File: config.mk
export PLATFORM = sky130hd
export DESIGN_NAME = multilevel_sorted_ready_queue_flat
export DESIGN_NICKNAME = d
export VERILOG_FILES = /design/src/sv/mlq_pkg.sv /design/src/sv/mlq_req_if.sv /design/src/sv/mlq_rsp_if.sv /design/src/sv/multilevel_sorted_ready_queue.sv /design/src/sv/mlq_ctrl.sv /design/src/sv/mlq_datapath.sv /design/src/flat_wrapper.sv
export SDC_FILE = /design/constraint.sdc
export NUM_CORES = 2
export LEC_CHECK = 0
export BUFFER_PORTS_ARGS = -buffer_cell sky130_fd_sc_hd__buf_4
export CORE_MARGIN = 4
export CORE_UTILIZATION = 40
export CTS_BUF_LIST = sky130_fd_sc_hd__clkbuf_4
export CTS_CLUSTER_SIZE = 30
export DETAILED_ROUTE_END_ITERATION = 8
export PLACE_DENSITY_LB_ADDON = 0.25
export SETUP_SLACK_MARGIN = 0.5
export SYNTH_ARGS = -nofsm -noshare
export SYNTH_HDL_FRONTEND = slang
export SYNTH_SLANG_ARGS = --single-unit
File: constraint.sdc
create_clock -name clk -period 5.7 [get_ports clk]
set_input_delay 0 -clock clk [delete_from_list [all_inputs] [get_ports clk]]
set_output_delay 0 -clock clk [all_outputs]
set_load 0.03 [all_outputs]
File: src/sv/mlq_pkg.sv
// shared types and codes for the multilevel sorted ready queue
// no dependencies; every other file refers to it by scoped names
package mlq_pkg;

  localparam int ID_W  = 8;
  localparam int ARR_W = 32;
  localparam int LVL_W = 3;
  localparam int ST_W  = 2;
  localparam int CMD_W = 2;

  typedef enum logic [CMD_W-1:0] {
    CMD_INSERT = 2'd0,
    CMD_POP    = 2'd1,
    CMD_PEEK   = 2'd2,
    CMD_REMOVE = 2'd3
  } cmd_e_t;

  typedef enum logic [ST_W-1:0] {
    ST_OK   = 2'd0,
    ST_NONE = 2'd1,
    ST_FULL = 2'd2
  } status_t;

  // field order gives the (level, arrival, id) sort key
  typedef struct packed {
    logic [LVL_W-1:0] level;
    logic [ARR_W-1:0] arrival;
    logic [ID_W-1:0]  task_id;
  } entry_t;

  typedef struct packed {
    logic start;
    logic scan;
    logic commit;
    logic report;
  } dp_cmd_t;

  typedef struct packed {
    logic scan_done;
    logic out_free;
  } dp_stat_t;

endpackage

File: src/sv/mlq_req_if.sv
// request channel of the ready queue: valid/ready plus the command word
// depends on mlq_pkg for field widths
interface mlq_req_if;
  logic                      valid;
  logic                      ready;
  logic [mlq_pkg::CMD_W-1:0] cmd;
  logic [mlq_pkg::ID_W-1:0]  task_id;
  logic [mlq_pkg::ARR_W-1:0] arrival;
  logic [mlq_pkg::LVL_W-1:0] level;

  modport source (output valid, cmd, task_id, arrival, level, input ready);
  modport sink   (input valid, cmd, task_id, arrival, level, output ready);
endinterface

File: src/sv/mlq_rsp_if.sv
// response channel of the ready queue: valid/ready plus the result word
// depends on mlq_pkg for field widths
interface mlq_rsp_if;
  logic                      valid;
  logic                      ready;
  logic [mlq_pkg::ST_W-1:0]  status;
  logic [mlq_pkg::ID_W-1:0]  head_id;
  logic [mlq_pkg::ARR_W-1:0] head_arrival;
  logic [mlq_pkg::LVL_W-1:0] head_level;
  logic                      all_empty;
  logic [mlq_pkg::LVL_W-1:0] top_level;

  modport source (output valid, status, head_id, head_arrival, head_level,
                  all_empty, top_level, input ready);
  modport sink   (input valid, status, head_id, head_arrival, head_level,
                  all_empty, top_level, output ready);
endinterface

File: src/sv/multilevel_sorted_ready_queue.sv
// top level of the multilevel sorted ready queue
// depends on mlq_pkg, mlq_req_if, mlq_rsp_if, mlq_ctrl, mlq_datapath
//
//   channel  dir  word
//   req      in   cmd, task_id, arrival, level
//   rsp      out  status, head_id, head_arrival, head_level, all_empty, top_level
//
// one command at a time; the scan that sets the time from accept to result
// reads one table entry per cycle through the single memory read port,
// with a single key comparator
// req.ready is high only between commands; the next word is taken while
// a finished result still sits in the rsp register
// a stalled rsp holds the sequencer before its report step
// rst is synchronous and empties every level at once through the valid bits
module multilevel_sorted_ready_queue #(
  parameter int ENTRIES = 32,
  parameter int LEVELS  = 5
) (
  input logic       clk,
  input logic       rst,
  mlq_req_if.sink   req,
  mlq_rsp_if.source rsp
);

  mlq_pkg::dp_cmd_t  dp_cmd;
  mlq_pkg::dp_stat_t dp_stat;

  mlq_ctrl u_ctrl (
    .clk      (clk),
    .rst      (rst),
    .in_valid (req.valid),
    .in_ready (req.ready),
    .dp_cmd   (dp_cmd),
    .dp_stat  (dp_stat)
  );

  mlq_datapath #(
    .ENTRIES (ENTRIES),
    .LEVELS  (LEVELS)
  ) u_dp (
    .clk              (clk),
    .rst              (rst),
    .dp_cmd           (dp_cmd),
    .dp_stat          (dp_stat),
    .in_cmd           (req.cmd),
    .in_task_id       (req.task_id),
    .in_arrival       (req.arrival),
    .in_level         (req.level),
    .out_valid        (rsp.valid),
    .out_ready        (rsp.ready),
    .out_status       (rsp.status),
    .out_head_id      (rsp.head_id),
    .out_head_arrival (rsp.head_arrival),
    .out_head_level   (rsp.head_level),
    .out_all_empty    (rsp.all_empty),
    .out_top_level    (rsp.top_level)
  );

endmodule

File: src/sv/mlq_ctrl.sv
// sequencer of the ready queue: accept, scan, commit, report
// depends on mlq_pkg for the command and status structs
module mlq_ctrl (
  input  logic              clk,
  input  logic              rst,
  input  logic              in_valid,
  output logic              in_ready,
  output mlq_pkg::dp_cmd_t  dp_cmd,
  input  mlq_pkg::dp_stat_t dp_stat
);

  typedef enum logic [3:0] {
    S_IDLE   = 4'b0001,
    S_SCAN   = 4'b0010,
    S_COMMIT = 4'b0100,
    S_REPORT = 4'b1000
  } state_t;

  state_t state, state_next;

  always_ff @(posedge clk) begin
    if (rst) begin
      state <= S_IDLE;
    end else begin
      state <= state_next;
    end
  end

  always_comb begin
    state_next    = state;
    dp_cmd        = '0;
    unique case (state)
      S_IDLE: begin
        if (in_valid) begin
          dp_cmd.start = 1'b1;
          state_next   = S_SCAN;
        end
      end
      S_SCAN: begin
        dp_cmd.scan = 1'b1;
        if (dp_stat.scan_done) begin
          state_next = S_COMMIT;
        end
      end
      S_COMMIT: begin
        dp_cmd.commit = 1'b1;
        state_next    = S_REPORT;
      end
      S_REPORT: begin
        // wait for the output register to free up
        if (dp_stat.out_free) begin
          dp_cmd.report = 1'b1;
          state_next    = S_IDLE;
        end
      end
      default: state_next = S_IDLE;
    endcase
  end

  assign in_ready = (state == S_IDLE);

endmodule

File: src/sv/mlq_datapath.sv
// entry store, per-level counts, one-entry-per-cycle scan and result register
// depends on mlq_pkg; driven by mlq_ctrl through dp_cmd_t / dp_stat_t
module mlq_datapath #(
  parameter int ENTRIES = 32,
  parameter int LEVELS  = 5
) (
  input  logic                      clk,
  input  logic                      rst,
  input  mlq_pkg::dp_cmd_t          dp_cmd,
  output mlq_pkg::dp_stat_t         dp_stat,
  input  logic [mlq_pkg::CMD_W-1:0] in_cmd,
  input  logic [mlq_pkg::ID_W-1:0]  in_task_id,
  input  logic [mlq_pkg::ARR_W-1:0] in_arrival,
  input  logic [mlq_pkg::LVL_W-1:0] in_level,
  output logic                      out_valid,
  input  logic                      out_ready,
  output logic [mlq_pkg::ST_W-1:0]  out_status,
  output logic [mlq_pkg::ID_W-1:0]  out_head_id,
  output logic [mlq_pkg::ARR_W-1:0] out_head_arrival,
  output logic [mlq_pkg::LVL_W-1:0] out_head_level,
  output logic                      out_all_empty,
  output logic [mlq_pkg::LVL_W-1:0] out_top_level
);

  localparam int AW  = $clog2(ENTRIES);
  localparam int IW  = $clog2(ENTRIES + 1);
  localparam int CW  = $clog2(ENTRIES + 1);
  localparam int LIW = (LEVELS > 1) ? $clog2(LEVELS) : 1;
  localparam logic [mlq_pkg::LVL_W-1:0] MAX_LVL = mlq_pkg::LVL_W'(LEVELS - 1);

  // storage
  mlq_pkg::entry_t    mem [ENTRIES];
  logic [ENTRIES-1:0] vbits;
  logic [CW-1:0]      lvl_cnt [LEVELS];

  // latched command word
  mlq_pkg::cmd_e_t           cur_cmd;
  logic [mlq_pkg::ID_W-1:0]  cur_id;
  logic [mlq_pkg::ARR_W-1:0] cur_arr;
  logic [mlq_pkg::LVL_W-1:0] cur_lvl;

  // scan pipeline
  logic [IW-1:0]   issue_cnt;
  logic            pipe_act;
  logic            pipe_vb;
  logic [AW-1:0]   pipe_idx;
  mlq_pkg::entry_t rd_q;

  // scan results
  logic            hit;
  logic [AW-1:0]   hit_idx;
  logic            free_v;
  logic [AW-1:0]   free_idx;
  logic            best_v;
  logic [AW-1:0]   best_idx;
  mlq_pkg::entry_t best;
  logic            found;

  // result held between commit and report
  mlq_pkg::status_t          res_status;
  logic [mlq_pkg::ID_W-1:0]  res_id;
  logic [mlq_pkg::ARR_W-1:0] res_arr;
  logic [mlq_pkg::LVL_W-1:0] res_lvl;

  logic                      issuing;
  logic                      cmp_live;
  logic                      same_id;
  logic                      same_lvl;
  logic                      rm_clr;
  logic                      ins_we;
  logic                      ins_new;
  logic                      pop_clr;
  logic [AW-1:0]             waddr;
  mlq_pkg::entry_t           wdata;
  logic [mlq_pkg::LVL_W-1:0] top_lvl;
  logic                      none_left;

  assign issuing  = dp_cmd.scan && (issue_cnt != IW'(ENTRIES));
  assign cmp_live = dp_cmd.scan && pipe_act && pipe_vb;
  assign same_id  = (rd_q.task_id == cur_id);
  assign same_lvl = (rd_q.level == cur_lvl);
  assign rm_clr   = cmp_live && (cur_cmd == mlq_pkg::CMD_REMOVE) && same_id;

  assign ins_we  = dp_cmd.commit && (cur_cmd == mlq_pkg::CMD_INSERT) && (hit || free_v);
  assign ins_new = ins_we && !hit;
  assign pop_clr = dp_cmd.commit && (cur_cmd == mlq_pkg::CMD_POP) && best_v;
  assign waddr   = hit ? hit_idx : free_idx;
  assign wdata   = '{level: cur_lvl, arrival: cur_arr, task_id: cur_id};

  assign dp_stat.scan_done = (issue_cnt == IW'(ENTRIES)) && !pipe_act;
  assign dp_stat.out_free  = !out_valid || out_ready;

  // entry memory: one write port, one registered read port
  always_ff @(posedge clk) begin
    if (ins_we) begin
      mem[waddr] <= wdata;
    end
    rd_q <= mem[issue_cnt[AW-1:0]];
  end

  always_ff @(posedge clk) begin
    if (rst) begin
      issue_cnt <= '0;
      pipe_act  <= 1'b0;
    end else if (dp_cmd.start) begin
      issue_cnt <= '0;
      pipe_act  <= 1'b0;
    end else if (dp_cmd.scan) begin
      pipe_act <= issuing;
      if (issuing) begin
        issue_cnt <= issue_cnt + IW'(1);
      end
    end
  end

  always_ff @(posedge clk) begin
    pipe_vb  <= vbits[issue_cnt[AW-1:0]];
    pipe_idx <= issue_cnt[AW-1:0];
  end

  always_ff @(posedge clk) begin
    if (dp_cmd.start) begin
      cur_cmd <= mlq_pkg::cmd_e_t'(in_cmd);
      cur_id  <= in_task_id;
      cur_arr <= in_arrival;
      cur_lvl <= (in_level > MAX_LVL) ? MAX_LVL : in_level;
      hit     <= 1'b0;
      free_v  <= 1'b0;
      best_v  <= 1'b0;
      found   <= 1'b0;
    end else if (dp_cmd.scan && pipe_act) begin
      if (pipe_vb) begin
        case (cur_cmd) inside
          mlq_pkg::CMD_INSERT: begin
            if (same_id && same_lvl) begin
              hit     <= 1'b1;
              hit_idx <= pipe_idx;
            end
          end
          mlq_pkg::CMD_POP, mlq_pkg::CMD_PEEK: begin
            if (!best_v || (rd_q < best)) begin
              best_v   <= 1'b1;
              best_idx <= pipe_idx;
              best     <= rd_q;
            end
          end
          mlq_pkg::CMD_REMOVE: begin
            if (same_id) begin
              found <= 1'b1;
            end
          end
          default: ;
        endcase
      end else if (!free_v) begin
        free_v   <= 1'b1;
        free_idx <= pipe_idx;
      end
    end
  end

  always_ff @(posedge clk) begin
    if (rst) begin
      vbits <= '0;
    end else if (rm_clr) begin
      vbits[pipe_idx] <= 1'b0;
    end else if (ins_new) begin
      vbits[free_idx] <= 1'b1;
    end else if (pop_clr) begin
      vbits[best_idx] <= 1'b0;
    end
  end

  always_ff @(posedge clk) begin
    if (rst) begin
      for (int l = 0; l < LEVELS; l++) begin
        lvl_cnt[l] <= '0;
      end
    end else if (rm_clr) begin
      lvl_cnt[rd_q.level[LIW-1:0]] <= lvl_cnt[rd_q.level[LIW-1:0]] - CW'(1);
    end else if (ins_new) begin
      lvl_cnt[cur_lvl[LIW-1:0]] <= lvl_cnt[cur_lvl[LIW-1:0]] + CW'(1);
    end else if (pop_clr) begin
      lvl_cnt[best.level[LIW-1:0]] <= lvl_cnt[best.level[LIW-1:0]] - CW'(1);
    end
  end

  always_ff @(posedge clk) begin
    if (dp_cmd.commit) begin
      res_status <= mlq_pkg::ST_OK;
      res_id     <= '0;
      res_arr    <= '0;
      res_lvl    <= '0;
      case (cur_cmd) inside
        mlq_pkg::CMD_INSERT: begin
          if (!ins_we) begin
            res_status <= mlq_pkg::ST_FULL;
          end
        end
        mlq_pkg::CMD_POP, mlq_pkg::CMD_PEEK: begin
          if (best_v) begin
            res_id  <= best.task_id;
            res_arr <= best.arrival;
            res_lvl <= best.level;
          end else begin
            res_status <= mlq_pkg::ST_NONE;
          end
        end
        mlq_pkg::CMD_REMOVE: begin
          if (!found) begin
            res_status <= mlq_pkg::ST_NONE;
          end
        end
        default: ;
      endcase
    end
  end

  // lowest level with a nonzero count
  always_comb begin
    top_lvl   = mlq_pkg::LVL_W'(LEVELS);
    none_left = 1'b1;
    for (int l = LEVELS - 1; l >= 0; l--) begin
      if (lvl_cnt[l] != '0) begin
        top_lvl   = mlq_pkg::LVL_W'(l);
        none_left = 1'b0;
      end
    end
  end

  always_ff @(posedge clk) begin
    if (rst) begin
      out_valid <= 1'b0;
    end else if (dp_cmd.report) begin
      out_valid <= 1'b1;
    end else if (out_ready) begin
      out_valid <= 1'b0;
    end
  end

  always_ff @(posedge clk) begin
    if (dp_cmd.report) begin
      out_status       <= res_status;
      out_head_id      <= res_id;
      out_head_arrival <= res_arr;
      out_head_level   <= res_lvl;
      out_all_empty    <= none_left;
      out_top_level    <= top_lvl;
    end
  end

endmodule

File: src/flat_wrapper.sv
// flat-port wrapper written by rule: the top's interface ports become plain ports
module multilevel_sorted_ready_queue_flat 
#(
  parameter int ENTRIES = 32,
  parameter int LEVELS  = 5
)
  (clk, rst, req_valid, req_cmd, req_task_id, req_arrival, req_level, req_ready, rsp_valid, rsp_status, rsp_head_id, rsp_head_arrival, rsp_head_level, rsp_all_empty, rsp_top_level, rsp_ready);
  mlq_req_if req_i ();
  mlq_rsp_if rsp_i ();
  input logic clk;
  input logic rst;
  input wire logic [$bits(req_i.valid)-1:0] req_valid;
  input wire logic [$bits(req_i.cmd)-1:0] req_cmd;
  input wire logic [$bits(req_i.task_id)-1:0] req_task_id;
  input wire logic [$bits(req_i.arrival)-1:0] req_arrival;
  input wire logic [$bits(req_i.level)-1:0] req_level;
  output wire logic [$bits(req_i.ready)-1:0] req_ready;
  output wire logic [$bits(rsp_i.valid)-1:0] rsp_valid;
  output wire logic [$bits(rsp_i.status)-1:0] rsp_status;
  output wire logic [$bits(rsp_i.head_id)-1:0] rsp_head_id;
  output wire logic [$bits(rsp_i.head_arrival)-1:0] rsp_head_arrival;
  output wire logic [$bits(rsp_i.head_level)-1:0] rsp_head_level;
  output wire logic [$bits(rsp_i.all_empty)-1:0] rsp_all_empty;
  output wire logic [$bits(rsp_i.top_level)-1:0] rsp_top_level;
  input wire logic [$bits(rsp_i.ready)-1:0] rsp_ready;
  assign req_i.valid = req_valid;
  assign req_i.cmd = req_cmd;
  assign req_i.task_id = req_task_id;
  assign req_i.arrival = req_arrival;
  assign req_i.level = req_level;
  assign req_ready = req_i.ready;
  assign rsp_valid = rsp_i.valid;
  assign rsp_status = rsp_i.status;
  assign rsp_head_id = rsp_i.head_id;
  assign rsp_head_arrival = rsp_i.head_arrival;
  assign rsp_head_level = rsp_i.head_level;
  assign rsp_all_empty = rsp_i.all_empty;
  assign rsp_top_level = rsp_i.top_level;
  assign rsp_i.ready = rsp_ready;
  multilevel_sorted_ready_queue #(.ENTRIES(ENTRIES), .LEVELS(LEVELS)) u_core (.clk(clk), .rst(rst), .req(req_i), .rsp(rsp_i));
endmodule
=== Word-level counts from Yosys, hierarchy flattened ===
Memories as Yosys holds them, arrays and structs flattened. A register that Yosys moved wholly into a read port is not among the register bits.
Index checks and enable logic that the tools add are counted.

* Add/sub/neg operators: 4
* Multipliers: 0
* Divide/modulo/power cells: 0
* Order comparisons: 9
* Equality and inequality tests: 14
* Shift-type cells: 0
* Mux-type cells: 63
* Bitwise logic cells: 11
* Reduce and logical (&&, ||, !) cells: 47

{| class="wikitable"
|+ Operators with widths
! kind !! count
|-
| $mux W32 || 3
|-
| $and A32 B32 Y32 || 2
|-
| $not A32 Y32 || 2
|-
| $lt A43 B43 Y1 || 1
|-
| $mux W1 || 38
|-
| $or A32 B32 Y32 || 1
|-
| $reduce_bool A6 Y1 || 5
|-
| $lt A5 B6 Y1 const B || 4
|-
| $mux W3 || 6
|-
| $mux W6 || 3
|-
| $reduce_or A6 Y1 || 3
|-
| $pmux W4 S4 || 1
|-
| $demux W1 S5 || 3
|-
| $ge A5 B1 Y1 const B || 3
|-
| $logic_and A1 B1 Y1 || 15
|-
| $add A6 B1 Y6 const B || 2
|-
| $mux W4 || 3
|-
| $reduce_and A6 Y1 || 2
|-
| $sub A6 B1 Y6 const B || 2
|-
| $reduce_and A5 Y1 || 2
|-
| $eq A8 B8 Y1 || 1
|-
| $mux W2 || 4
|-
| $reduce_and A4 Y1 || 2
|-
| $eq A6 B6 Y1 const B || 1
|-
| 24 further kinds || 39
|}

* Flip-flop bits (word level): 251
* Bits in latches: 0
* RAM bits: 1406
* Bits in read-only memories: 0
* Memories: 2

{| class="wikitable"
|+ Memories
! name !! depth !! bits a word !! rd ports !! clocked after Yosys merged registers in !! write ports !! line !! text
|-
| u_core.u_dp.mem || 32 || 43 || 1 || 1 || 1 || mlq_datapath.sv:32 || <nowiki>mlq_pkg::entry_t mem [ENTRIES];</nowiki>
|-
| u_core.u_dp.lvl_cnt || 5 || 6 || 8 || 2 || 5 || mlq_datapath.sv:34 || <nowiki>logic [CW-1:0] lvl_cnt [LEVELS];</nowiki>
|}

=== Longest topological paths before layout ===
* Depth in word-level cells: 13
* Depth in mapped cells: 10
* Mapped depth without buffers: 10

=== By module ===
Synthesis repeated with hierarchy kept, for this count alone.

* Cells, all modules: 3077
* Area, all modules: 67011.8 um^2

{| class="wikitable"
|+ Modules (own cells, without submodules)
! module !! times used !! cells an instance !! area each (um^2) !! sequential area each (um^2)
|-
| mlq_datapath || 1 || 3054 || 66796.6 || 50658.6
|-
| mlq_ctrl || 1 || 23 || 215.2 || 80.1
|}

=== Worst setup path after synthesis ===
No wires, ideal clock.

* Kind: register -> register
* Start point: register u_core.u_ctrl.state[3]
* End point: memory u_core.u_dp.mem[8][0] (netlist bit), enable pin
* Data arrival time: 4.575 ns
* Required time: 5.256 ns
* Setup slack: 0.681 ns
* Cell stages (with the launch flop): 5
* Path buffers: 0
* Cells stage by stage: dfxtp_1 -> nor4b_4 -> o211a_1 -> o21ai_1 -> nor2_1

* Word-level cells in the longest chain between the ends: 6

{| class="wikitable"
|+ RTL lines
! what !! line !! text
|-
| start: declaration || mlq_ctrl.sv:19 || <nowiki>state_t state, state_next;</nowiki>
|-
| start signal: assignment || mlq_ctrl.sv:25 || <nowiki>state <= state_next;</nowiki>
|-
| $eq A4 B3 Y1 || mlq_ctrl.sv:32 || <nowiki>unique case (state)</nowiki>
|-
| $mux W1 || mlq_ctrl.sv:32 ||
|-
| $logic_and A1 B1 Y1 (2 in a row) || mlq_datapath.sv:84 || <nowiki>assign ins_we = dp_cmd.commit && (cur_cmd == mlq_pkg::CMD_INSERT) && (hit || free_v);</nowiki>
|-
| $mux W1 || mlq_datapath.sv:95 || <nowiki>if (ins_we) begin</nowiki>
|-
| $mux W1 (not written as such) || mlq_datapath.sv:96 || <nowiki>mem[waddr] <= wdata;</nowiki>
|-
| end: declaration || mlq_datapath.sv:32 ||
|}

Every way passes these cells.

=== Worst setup path after layout ===
* Start point: register u_core.u_dp.best[28] (netlist bit)
* End point: register u_core.u_dp.best[3] (netlist bit), enable pin

* Word-level cells in the longest chain between the ends: 3

{| class="wikitable"
|+ RTL lines
! what !! line !! text
|-
| start: declaration || mlq_datapath.sv:56 || <nowiki>mlq_pkg::entry_t best;</nowiki>
|-
| start signal: assignment || mlq_datapath.sv:144 || <nowiki>best <= rd_q;</nowiki>
|-
| $lt A43 B43 Y1 || mlq_datapath.sv:141 || <nowiki>if (!best_v || (rd_q < best)) begin</nowiki>
|-
| $logic_or A1 B1 Y1 || mlq_datapath.sv:141 ||
|-
| $reduce_and A6 Y1 (no line) || n/a ||
|}

Every way passes these cells.
A chain may end at the register's enable or synchronous reset.

==> results.md <==
- Pwr Density: roughly 320 mW/mm^2
- Total CTS buffers: approximately 450
- Synth cell types: between 60 and 70
- DR WL/cell: between 20 and 30 um
- Leak: ~25 nW
- Max Cap Violations: 0
- Syn Std Cell Area: around 0.067 sq mm
- Max-slew violations: 0
- Startpoint class of the critical path: flop
- Share of the synthesized area in the top cell type: between 70% and 80%
- Root Buffer: clkbuf_4
- Clock sinks: around 1700
- Final setup viols: 0
- Worst vdd ir: about 0.00025 V
- RSZ-0062 raised after global routing: no
- Clock buffer depth: 4
- CTS tree: yes
- CP Class: reg2reg
- Hold_buf cts: 141
- Minimum clock period: a little over 4000 ps
- Clock latency on the worst-skew pair: ~1400 ps
- Largest net degree at the start of global routing: 138
- Synth top area cells: edfxtp_1 73%, mux4_2 16%, dfxtp_1 3.1%, ha_1 0.96%, mux2_2 0.88%
- Vias in the first global route: between 30000 and 40000
- Critical Path Sink Type: flop
- #FFs+latches synth: between 1500 and 2000
- Top-level I/O count: 100
- DRT iter0 DRCs: between 3000 and 4000
- Die Ht: approximately 420 um
- Worst-path maximum fanout: 32
- Global route overflow: 0
- Synth Instances: about 3100
- Synth area leader: edfxtp_1
- Global-route wire length before repair: between 200000 and 250000 um
- Post-CTS setup buffer count: 0
- Max frequency: around 240 MHz
- Layout cells sized above 1: a little over a third
- Initial antenna violation count: 3
- Die width: between 400 and 500 um
- Core Region: between 0.15 and 0.2 sq mm
- Initial core utilization: between 40 and 50%
- IO Port Bufs: just under 100
- Outcome: complete, no violations
- Least-Margin Pin Slew: around 1200 ps
- Final Net Count: ~3800
- Hpwl dp: between 80000 and 90000 um
- Post-placement cell area: ~0.07 sq mm
- Post-synth EDFFs: roughly 1600
- H-Tree Depth: 5
- Sequential fraction of the synthesis area: about 76%
- Post-layout util: 47.0%
- Drt via density: 5.47
- Synth warn: 0
- Total wire length: between 150000 and 200000 um
- Syn_area_per_cell: about 22 sq um
- Global placer's final weighted congestion: roughly 0.84
- P&R area growth vs syn: 16.6%
- Fin. Hold Viols: 0
- Remaining DRCs: 0
- Most frequently used flop master after synthesis: edfxtp_1
- Worst-path clk slew: roughly 70 ps
- Worst min-delay path class: in2reg
- Detailed Routing Iterations Pass 1: 6
- Finished Layout Cells: approximately 6200
- Core Rows: roughly 150
- Final ANT Viol Nets: 0
- Critical Path AT: ~5100 ps
- Total GRT Usage: about a fifth
- Post-synthesis net count: approximately 3200
- Post-synth ARST share: 0%
- Area of the die: around 0.17 sq mm
- Max Clock Skew: between 100 and 150 ps
- Inst Count DP: 5299
- Worst EP required: between 6000 and 7000 ps
- Setup TNS: 0 ps
- Fin area: 0.0779 sq mm
- Crit share post-route: between 70% and 80%
- Flop2flop setup slack: around 1600 ps
- # resized after CTS: 0
- Rel. slew slack: approximately 21%
- Routed via count: between 30000 and 40000
- Filler instances: 13900
==> stage by stage <==
stage / hold slack, ps / setup slack (ps) / total power, mW
2_1_floorplan: 98.9 / 681 / 14.8
5_1_grt: 13.6 / 1360 / 26.4
3_5_place_dp: 179 / 1580 / 15.0
6_report: 131 / 1600 / 25.3
3_3_place_gp: 178 / 1630 / 15.0
4_1_cts: 13.2 / 1540 / 25.6
==> cell usage after synthesis, types with 6 or more instances <==
library cell and instances:
edfxtp_1 1621, mux4_2 476, nor2_1 120, dfxtp_1 103, clkbuf_1 88, nand2_1 82
inv_1 63, mux2_2 52, ha_1 51, a21oi_1 47, and2_1 46, buf_1 31
mux2i_1 23, o21ai_0 22, xnor2_1 20, a21o_1 19, nor3_1 17, o221ai_1 16
nand2b_1 15, nand4_1 15, nand3_1 14, buf_2 13, nor2b_1 13, a221oi_1 11
xor2_1 7, o21ai_1 6
==> report_power, final <==
part | internal [mW] | leakage (nW) | total [mW] | switching, mW
sequential | 14.0 | 15.6 | 14.3 | 0.260
clock | 5.60 | 3.36 | 10.4 | 4.82
combinational | 0.306 | 5.99 | 0.579 | 0.274
==> cells by family after synthesis <==
group	synth area share, %
flops	76.0
fa+ha+maj	0.955
simple gates	2.76
compound gates	1.55
mux	17.3
xor+xnor	0.354
buf+inv	1.17
==> sequential cells by signal, summed over array words and instances (netlist names), 3 cells and up, named ones only <==
register and cells:
u_core.u_dp.vbits 32, u_core.u_dp.cur_id 8, u_core.u_dp.rd_q 43, u_core.u_dp.pipe_idx 5, u_core.u_dp.lvl_cnt 48, u_core.u_dp.free_idx 5
u_core.u_dp.res_id 8, u_core.u_ctrl.state 4, u_core.u_dp.hit_idx 5, u_core.u_dp.cur_arr 32, u_core.u_dp.cur_lvl 3, u_core.u_dp.mem 1376
u_core.u_dp.out_top_level 3, u_core.u_dp.best_idx 5, u_core.u_dp.out_head_arrival 32, u_core.u_dp.issue_cnt 6, u_core.u_dp.res_arr 32, u_core.u_dp.best 43
u_core.u_dp.out_head_id 8, u_core.u_dp.out_head_level 3, u_core.u_dp.res_lvl 3
==> placed cells by master, fill, tap and decap left out, types with 11 or more instances in the layout <==
cell type,instances
edfxtp_1,1621
clkbuf_4,687
mux4_2,476
buf_4,153
dlygate4sd3_1,140
dfxtp_1,98
nor2_1,88
nand2_1,82
clkinv_1,70
inv_1,63
mux2_2,52
ha_1,51
a21oi_1,47
and2_1,46
nor2_4,32
mux2i_1,23
o21ai_0,22
buf_12,21
xnor2_1,20
a21o_1,19
nor3_1,17
o221ai_1,16
nand2b_1,15
nand4_1,15
nand3_1,14
nor2b_1,12
a221oi_1,11
==> worst paths after layout <==
check | start | endpoint | cells past startpoint
setup / recovery | u_core.u_dp.best[28] | u_core.u_dp.best[3] | 10
hold / removal | req_arrival[31] | u_core.u_dp.cur_arr[31] | 3
setup reg to reg | u_core.u_dp.best[28] | u_core.u_dp.best[3] | 10
hold reg to reg | u_core.u_dp.rd_q[17] | u_core.u_dp.best[17] | 0
==> routing by layer <==
layer	track usage [%]	vias to the layer above	routed length, um
met4	6.13	0	4120
li1	-	14400	-
met3	4.52	287	12100
met5	0	-	0
met1	26.9	18000	70900
met2	30.9	1409	81400
==> layout make-up <==
| cell class | count | area, sq um | area share [%] |
|---|---|---|---|
| diodes | 5 | 12.5 | 0.0161 |
| clock buffers | 687 | 5160 | 6.62 |
| clock inverters | 84 | 443 | 0.569 |
| inverters | 65 | 246 | 0.316 |
| multi-input cells | 1148 | 15600 | 20.0 |
| flip-flops and latches | 1724 | 50800 | 65.2 |
| well taps | 2189 | 2740 | 3.52 |
| repair buffers | 314 | 2970 | 3.81 |
==> worst max-delay path, stage by stage, from the launching register on <==
cell and delay, ps:
edfxtp_1 380, inv_1 70, ha_1 230, a21o_1 160
a21o_1 170, a21oi_1 150, nor2_1 60, a211oi_1 760
o21ai_0 610, a31oi_4 810, buf_12 320
Power figures use the tool's default switching activity.
